$ cat config.mk
export PLATFORM = sky130hd
export DESIGN_NAME = dsvb_mean_div
export DESIGN_NICKNAME = d
export VERILOG_FILES = /design/src/design/dsvb_pkg.sv /design/src/design/dsvb_mean_div.sv
export SDC_FILE = /design/constraint.sdc
export NUM_CORES = 1
export LEC_CHECK = 0
export CORE_MARGIN = 1
export CORE_UTILIZATION = 45
export CTS_CLUSTER_SIZE = 28
export DETAILED_ROUTE_END_ITERATION = 6
export DONT_BUFFER_PORTS = 1
export MAX_ROUTING_LAYER = met4
export SLEW_MARGIN = 0
export SYNTH_ARGS = -nofsm -noshare
export SYNTH_HDL_FRONTEND = slang
export SYNTH_SLANG_ARGS = --single-unit
$ cat constraint.sdc
create_clock -name clk -period 7.75 [get_ports clk]
set_clock_uncertainty 0.05 [all_clocks]
set_input_delay 0.775 -clock clk [delete_from_list [all_inputs] [get_ports clk]]
set_output_delay 0.775 -clock clk [all_outputs]
set_load 0.03 [all_outputs]
$ cat src/design/dsvb_pkg.sv
// Package for the detuned saw voice bank: widths, codes, shared word types
// and the 2^(k/256) table. No dependencies; every other design file uses it.
`timescale 1ns / 1ps
`default_nettype none

package dsvb_pkg;

    localparam int MAX_VOICES  = 1024;
    localparam int VOICE_W     = $clog2(MAX_VOICES);
    localparam int PHASE_W     = 24;
    localparam int INC_W       = PHASE_W - 1;
    localparam int CNT_W       = 11;
    localparam int BASE_W      = 24;
    localparam int DETUNE_W    = 16;
    localparam int RATE_W      = 18;
    localparam int CFG_IDX_W   = 2;
    localparam int CFG_DATA_W  = 24;
    localparam int TAB_W       = 31;
    localparam int NUM_W       = BASE_W + TAB_W;
    localparam int DELTA_W     = 26;
    localparam int OCT_W       = 16;
    localparam int SUM_W       = PHASE_W + VOICE_W;
    localparam int WIN_W       = INC_W + RATE_W;

    localparam logic [CFG_IDX_W-1:0] REG_BASE_FREQ   = 2'd0;
    localparam logic [CFG_IDX_W-1:0] REG_DETUNE_STEP = 2'd1;
    localparam logic [CFG_IDX_W-1:0] REG_VOICE_COUNT = 2'd2;
    localparam logic [CFG_IDX_W-1:0] REG_SAMPLE_RATE = 2'd3;

    localparam logic [BASE_W-1:0]   BASE_FREQ_RST   = 24'd112640;
    localparam logic [DETUNE_W-1:0] DETUNE_STEP_RST = 16'd0;
    localparam logic [CNT_W-1:0]    VOICE_COUNT_RST = 11'd1;
    localparam logic [RATE_W-1:0]   SAMPLE_RATE_RST = 18'd44100;

    localparam logic [PHASE_W-1:0] PHASE_MINUS_ONE = {1'b1, {(PHASE_W-1){1'b0}}};
    localparam logic [INC_W-1:0]   INC_MAX         = {INC_W{1'b1}};

    // Voice index handed into the increment pipeline.
    typedef struct packed {
        logic               valid;
        logic               last;
        logic [VOICE_W-1:0] idx;
    } issue_t;

    // Finished increment for one voice.
    typedef struct packed {
        logic               valid;
        logic               last;
        logic [VOICE_W-1:0] idx;
        logic [INC_W-1:0]   inc;
    } inc_word_t;

    function automatic logic [63:0] isqrt64(input logic [63:0] val);
        logic [63:0] v;
        logic [63:0] r;
        logic [63:0] b;
        int          i;
        v = val;
        r = 64'd0;
        b = 64'd1 << 62;
        for (i = 0; i < 32; i++)
        begin
            if (v >= r + b)
            begin
                v = v - (r + b);
                r = (r >> 1) + b;
            end
            else
            begin
                r = r >> 1;
            end
            b = b >> 2;
        end
        return r;
    endfunction

    // T[k] ~ 2^(k/256) in Q1.30, from repeated square roots of two.
    function automatic logic [255:0][TAB_W-1:0] build_pow_tab();
        logic [7:0][63:0]          roots;
        logic [255:0][TAB_W-1:0]   tab;
        logic [63:0]               t;
        logic [7:0]                kb;
        int                        j;
        int                        k;
        roots[7] = isqrt64(64'd2 << 60);
        for (j = 6; j >= 0; j--)
        begin
            roots[j] = isqrt64(roots[j+1] << 30);
        end
        for (k = 0; k < 256; k++)
        begin
            kb = k[7:0];
            t = 64'd1 << 30;
            for (j = 0; j < 8; j++)
            begin
                if (kb[j])
                begin
                    t = (t * roots[j] + (64'd1 << 29)) >> 30;
                end
            end
            tab[k] = t[TAB_W-1:0];
        end
        return tab;
    endfunction

    localparam logic [255:0][TAB_W-1:0] POW_TAB = build_pow_tab();

endpackage

`default_nettype wire

$ cat src/design/dsvb_mean_div.sv
// Iterative signed mean: the phase sum divided by the voice count,
// truncated toward zero, one quotient bit per cycle. Uses dsvb_pkg.
`timescale 1ns / 1ps
`default_nettype none

module dsvb_mean_div (
    input  wire logic                           clk,
    input  wire logic                           rst_n,
    input  wire logic                           start,
    input  wire logic [dsvb_pkg::SUM_W-1:0]     sum,
    input  wire logic [dsvb_pkg::CNT_W-1:0]     cnt,
    output logic                                done,
    output logic [dsvb_pkg::PHASE_W-1:0]        mean
);

    localparam int SW = dsvb_pkg::SUM_W;
    localparam int CW = dsvb_pkg::CNT_W;
    localparam int PW = dsvb_pkg::PHASE_W;
    localparam int STEP_W = $clog2(SW + 1);

    logic              busy_reg;
    logic              done_reg;
    logic              neg_reg;
    logic [STEP_W-1:0] step_reg;
    logic [SW-1:0]     dvd_reg;
    logic [CW-1:0]     rem_reg;
    logic [CW-1:0]     cnt_reg;

    logic [SW-1:0]     mag;
    logic [CW:0]       rin;
    logic [CW:0]       diff;
    logic              ge;
    logic [PW-1:0]     quo;

    assign mag  = sum[SW-1] ? SW'(-sum) : sum;
    assign rin  = {rem_reg, dvd_reg[SW-1]};
    assign ge   = (rin >= {1'b0, cnt_reg});
    assign diff = rin - {1'b0, cnt_reg};

    always_ff @(posedge clk or negedge rst_n)
    begin
        if (!rst_n)
        begin
            busy_reg <= 1'b0;
            done_reg <= 1'b0;
            step_reg <= '0;
        end
        else
        begin
            done_reg <= busy_reg && !start && (step_reg == STEP_W'(SW - 1));
            if (start)
            begin
                busy_reg <= 1'b1;
                step_reg <= '0;
            end
            else if (busy_reg)
            begin
                step_reg <= step_reg + 1'b1;
                if (step_reg == STEP_W'(SW - 1))
                begin
                    busy_reg <= 1'b0;
                end
            end
        end
    end

    // Quotient bits shift into the dividend register from the bottom.
    always_ff @(posedge clk)
    begin
        if (start)
        begin
            dvd_reg <= mag;
            rem_reg <= '0;
            cnt_reg <= cnt;
            neg_reg <= sum[SW-1];
        end
        else if (busy_reg)
        begin
            dvd_reg <= {dvd_reg[SW-2:0], ge};
            rem_reg <= ge ? diff[CW-1:0] : rin[CW-1:0];
        end
    end

    assign quo  = dvd_reg[PW-1:0];
    assign done = done_reg;
    assign mean = neg_reg ? PW'(-quo) : quo;

endmodule

`default_nettype wire

==> flow_summary.yaml <==
placed_design:
  postPlaceCellArea_um2: 4420
  io_buffers: 0
  hpwl_um: 6590
  routabilityCongestion: 0.811
timing:
  worst-slew-pin-transition_ps: 945
  hold_violations: 0
  period_share: 0.492
  slew_headroom: 0.364
  layout_min_cycle_time_ps: 3820
  slew_viol_final: 0
  fmax_mhz: 262
  rsz0062_at_grt: "no"
  hold-worst-slack_ps: 70.5
  setup_viol: 0
  setup_tns_ps: 0
synth:
  synth_cells: 459
  syn-num-nets: 523
  synth.avg_cell_area_um2: 9.46
  synth_common_cells: "51 x nor2_1, 46 x edfxtp_1, 37 x a21oi_1"
  synth-async-reset-ratio: 0.123
  synth_seq_cells: 65
  yosys.area.top_type: "edfxtp_1"
  synth-main-ff-cell: "edfxtp_1"
  yosysTopAreaCellShare: 0.318
  yosys-top-cells-area: "edfxtp_1 32%, xor2_1 7.1%, xnor2_1 5.9%, dfxtp_1 5.1%, dfrtp_1 4.6%"
  seq_area_frac_synth: 0.415
  synth_most_common_cell: "nor2_1"
  synth_area_um2: 4340
  synth_cell_types: 55
  ys_warn_count: 0
  synth-edff-count: 46
clocking:
  cts_hold_buf: 0
  cts_tree: "yes"
  ctsRootBufferMaster: "clkbuf_8"
  cts.reportedPaths.clkPinSlew_ps: 70
  cts.sinks: 65
  cts_buffers: 9
  clock_path_buffers: 2
  cts.htree.levels: 3
  clock_latency_ps: 340
  postCtsSetupBuffers: 0
  cts_resized: 0
floorplanning:
  start_util: 0.468
  coreArea_um2: 9280
  boundaryPins: 73
  row_count: 35
  die-area_um2: 10000
  die_h_um: 100
  die_w_um: 100
flow_run:
  cap_violations: 0
worst_setup_path:
  slowest_stage: "or4_1"
  worstPathRequired_ps: 6920
  r2r-start: "dvd_reg[33]"
  crit_fanout: 5
  crit_arrival_ps: 2990
  worstSetupEndpointType: "primary output"
  path_buf_inv: 0
  startpoint_type: "flip-flop"
  crit_type: "flip-flop to primary output"
  startpoint: "dvd_reg[5]"
  cp_cell_sequence: "or4_1 -> nor4_1 -> nand4_1 -> o31ai_1 -> xnor2_1"
  cp_top_family: "simple AND/OR/NAND/NOR gates"
  slowest_delay_ps: 610
worst_hold_path:
  min_path_type: "input port to async pin"
power_and_ir_drop:
  p_leak_nw: 1.67
  power_density_nw_per_um2: 185
  power_uw: 849
  vdd_drop_max_mv: 0.0769
route:
  first_iter_violations: 171
  drtPass1Iterations: 4
  route.detailed.drc: 0
  drt-total-wl_um: 9290
  antenna_left: 0
  wire_per_inst_um: 15.9
  vias: 3332
  avgViaCountPerCell: 5.71
run_status:
  status: "finished, final reports clean"
finish:
  nFillCells: 916
  syn_to_final_growth_pct: 5.42
  drive_gt1_frac: 0.0637
  nets: 514
  multi_input_area_um2: 2370
  regArea_um2: 1800
  largest_reg_flops: 34
  fin_area_um2: 4580
  utilization: 0.493
  diodes: 0
global_routing:
  grt_max_degree: 98
  antenna_found_initial: 0
  grt_usage: 0.194
  grt_pass1_wl_um: 14800
  grt_overflow: 0
  grt_pass1_vias: 3089
area by class of cell:
cell class | count | share of cell area
clock buffer | 14 | 0.0312
timing repair buffer | 2 | 0.00328
sequential | 65 | 0.394
tap | 129 | 0.0353
inverter | 21 | 0.0172
multi-input combinational | 351 | 0.517
clock inverter | 2 | 0.00219
worst register-to-register path: stages (launching register included):
cell and delay, ps:
edfxtp_1 330, inv_1 50, ha_1 220, fa_1 420, nor2b_1 170, o31a_1 230, o21ai_0 180, a21boi_1 410
buf_4 290, mux2_2 350, a211oi_1 210
cells in the final DEF (no fill, tap or decap), types with 5 or more instances in the layout:
master,instances
nor3_1,7
nand2_1,29
inv_1,21
o41ai_1,12
o21ai_0,22
or4_1,7
mux2_2,5
or3_1,7
ha_1,15
nand2b_1,6
nor2_1,51
o31ai_1,17
a21oi_1,37
dfrtp_1,8
nand4_1,5
xor2_1,35
edfxtp_1,46
clkbuf_8,9
clkbuf_1,5
dfxtp_1,11
xnor2_1,29
nor4_1,7
nand3_1,6
routing by layer:
| metal | track usage | routed length [um] |
|---|---|---|
| met1 | 0.251 | 4380 |
| met2 | 0.302 | 4310 |
| met3 | 0.0369 | 511 |
| met4 | 0.0725 | 92 |
| met5 | - | 0 |
cell families after synthesis:
family | synth area share
AO/OA/AOI/OAI | 0.178
XOR/XNOR | 0.129
adder cells (fa/ha/maj) | 0.0478
buffers and inverters | 0.0398
flip-flops | 0.415
multiplexers | 0.0199
AND/OR/NAND/NOR | 0.171
worst paths after layout:
| check | endpoint | slack [ps] | depth (start not counted) |
|---|---|---|---|
| worst max-delay path | mean[23] | 3930 | 5 |
| max in group asynchronous | step_reg[4] | 7500 | 0 |
| worst min register to register | rem_reg[0] | 460 | 2 |
| min in group clk | step_reg[2] | 440 | 1 |
| worst min-delay path | step_reg[5] | 70 | 0 |
| worst max register to register | rem_reg[0] | 4760 | 10 |
per-stage QoR:
stage | worst slack (ps) | std cells
detailed placement | 4310 | 568
global placement | 4340 | 568
CTS | 3930 | 584
floorplan | 4580 | 459
finish | 3930 | 584
global route | 3690 | 584
where the power goes:
part           internal [mW]  total (mW)  switching [mW]
Combinational         0.0595       0.172           0.112
Clock                  0.116       0.240           0.125
Sequential             0.408       0.437          0.0291
Total                  0.583       0.849           0.266
No activity file was read; power rests on OpenSTA's default activity.
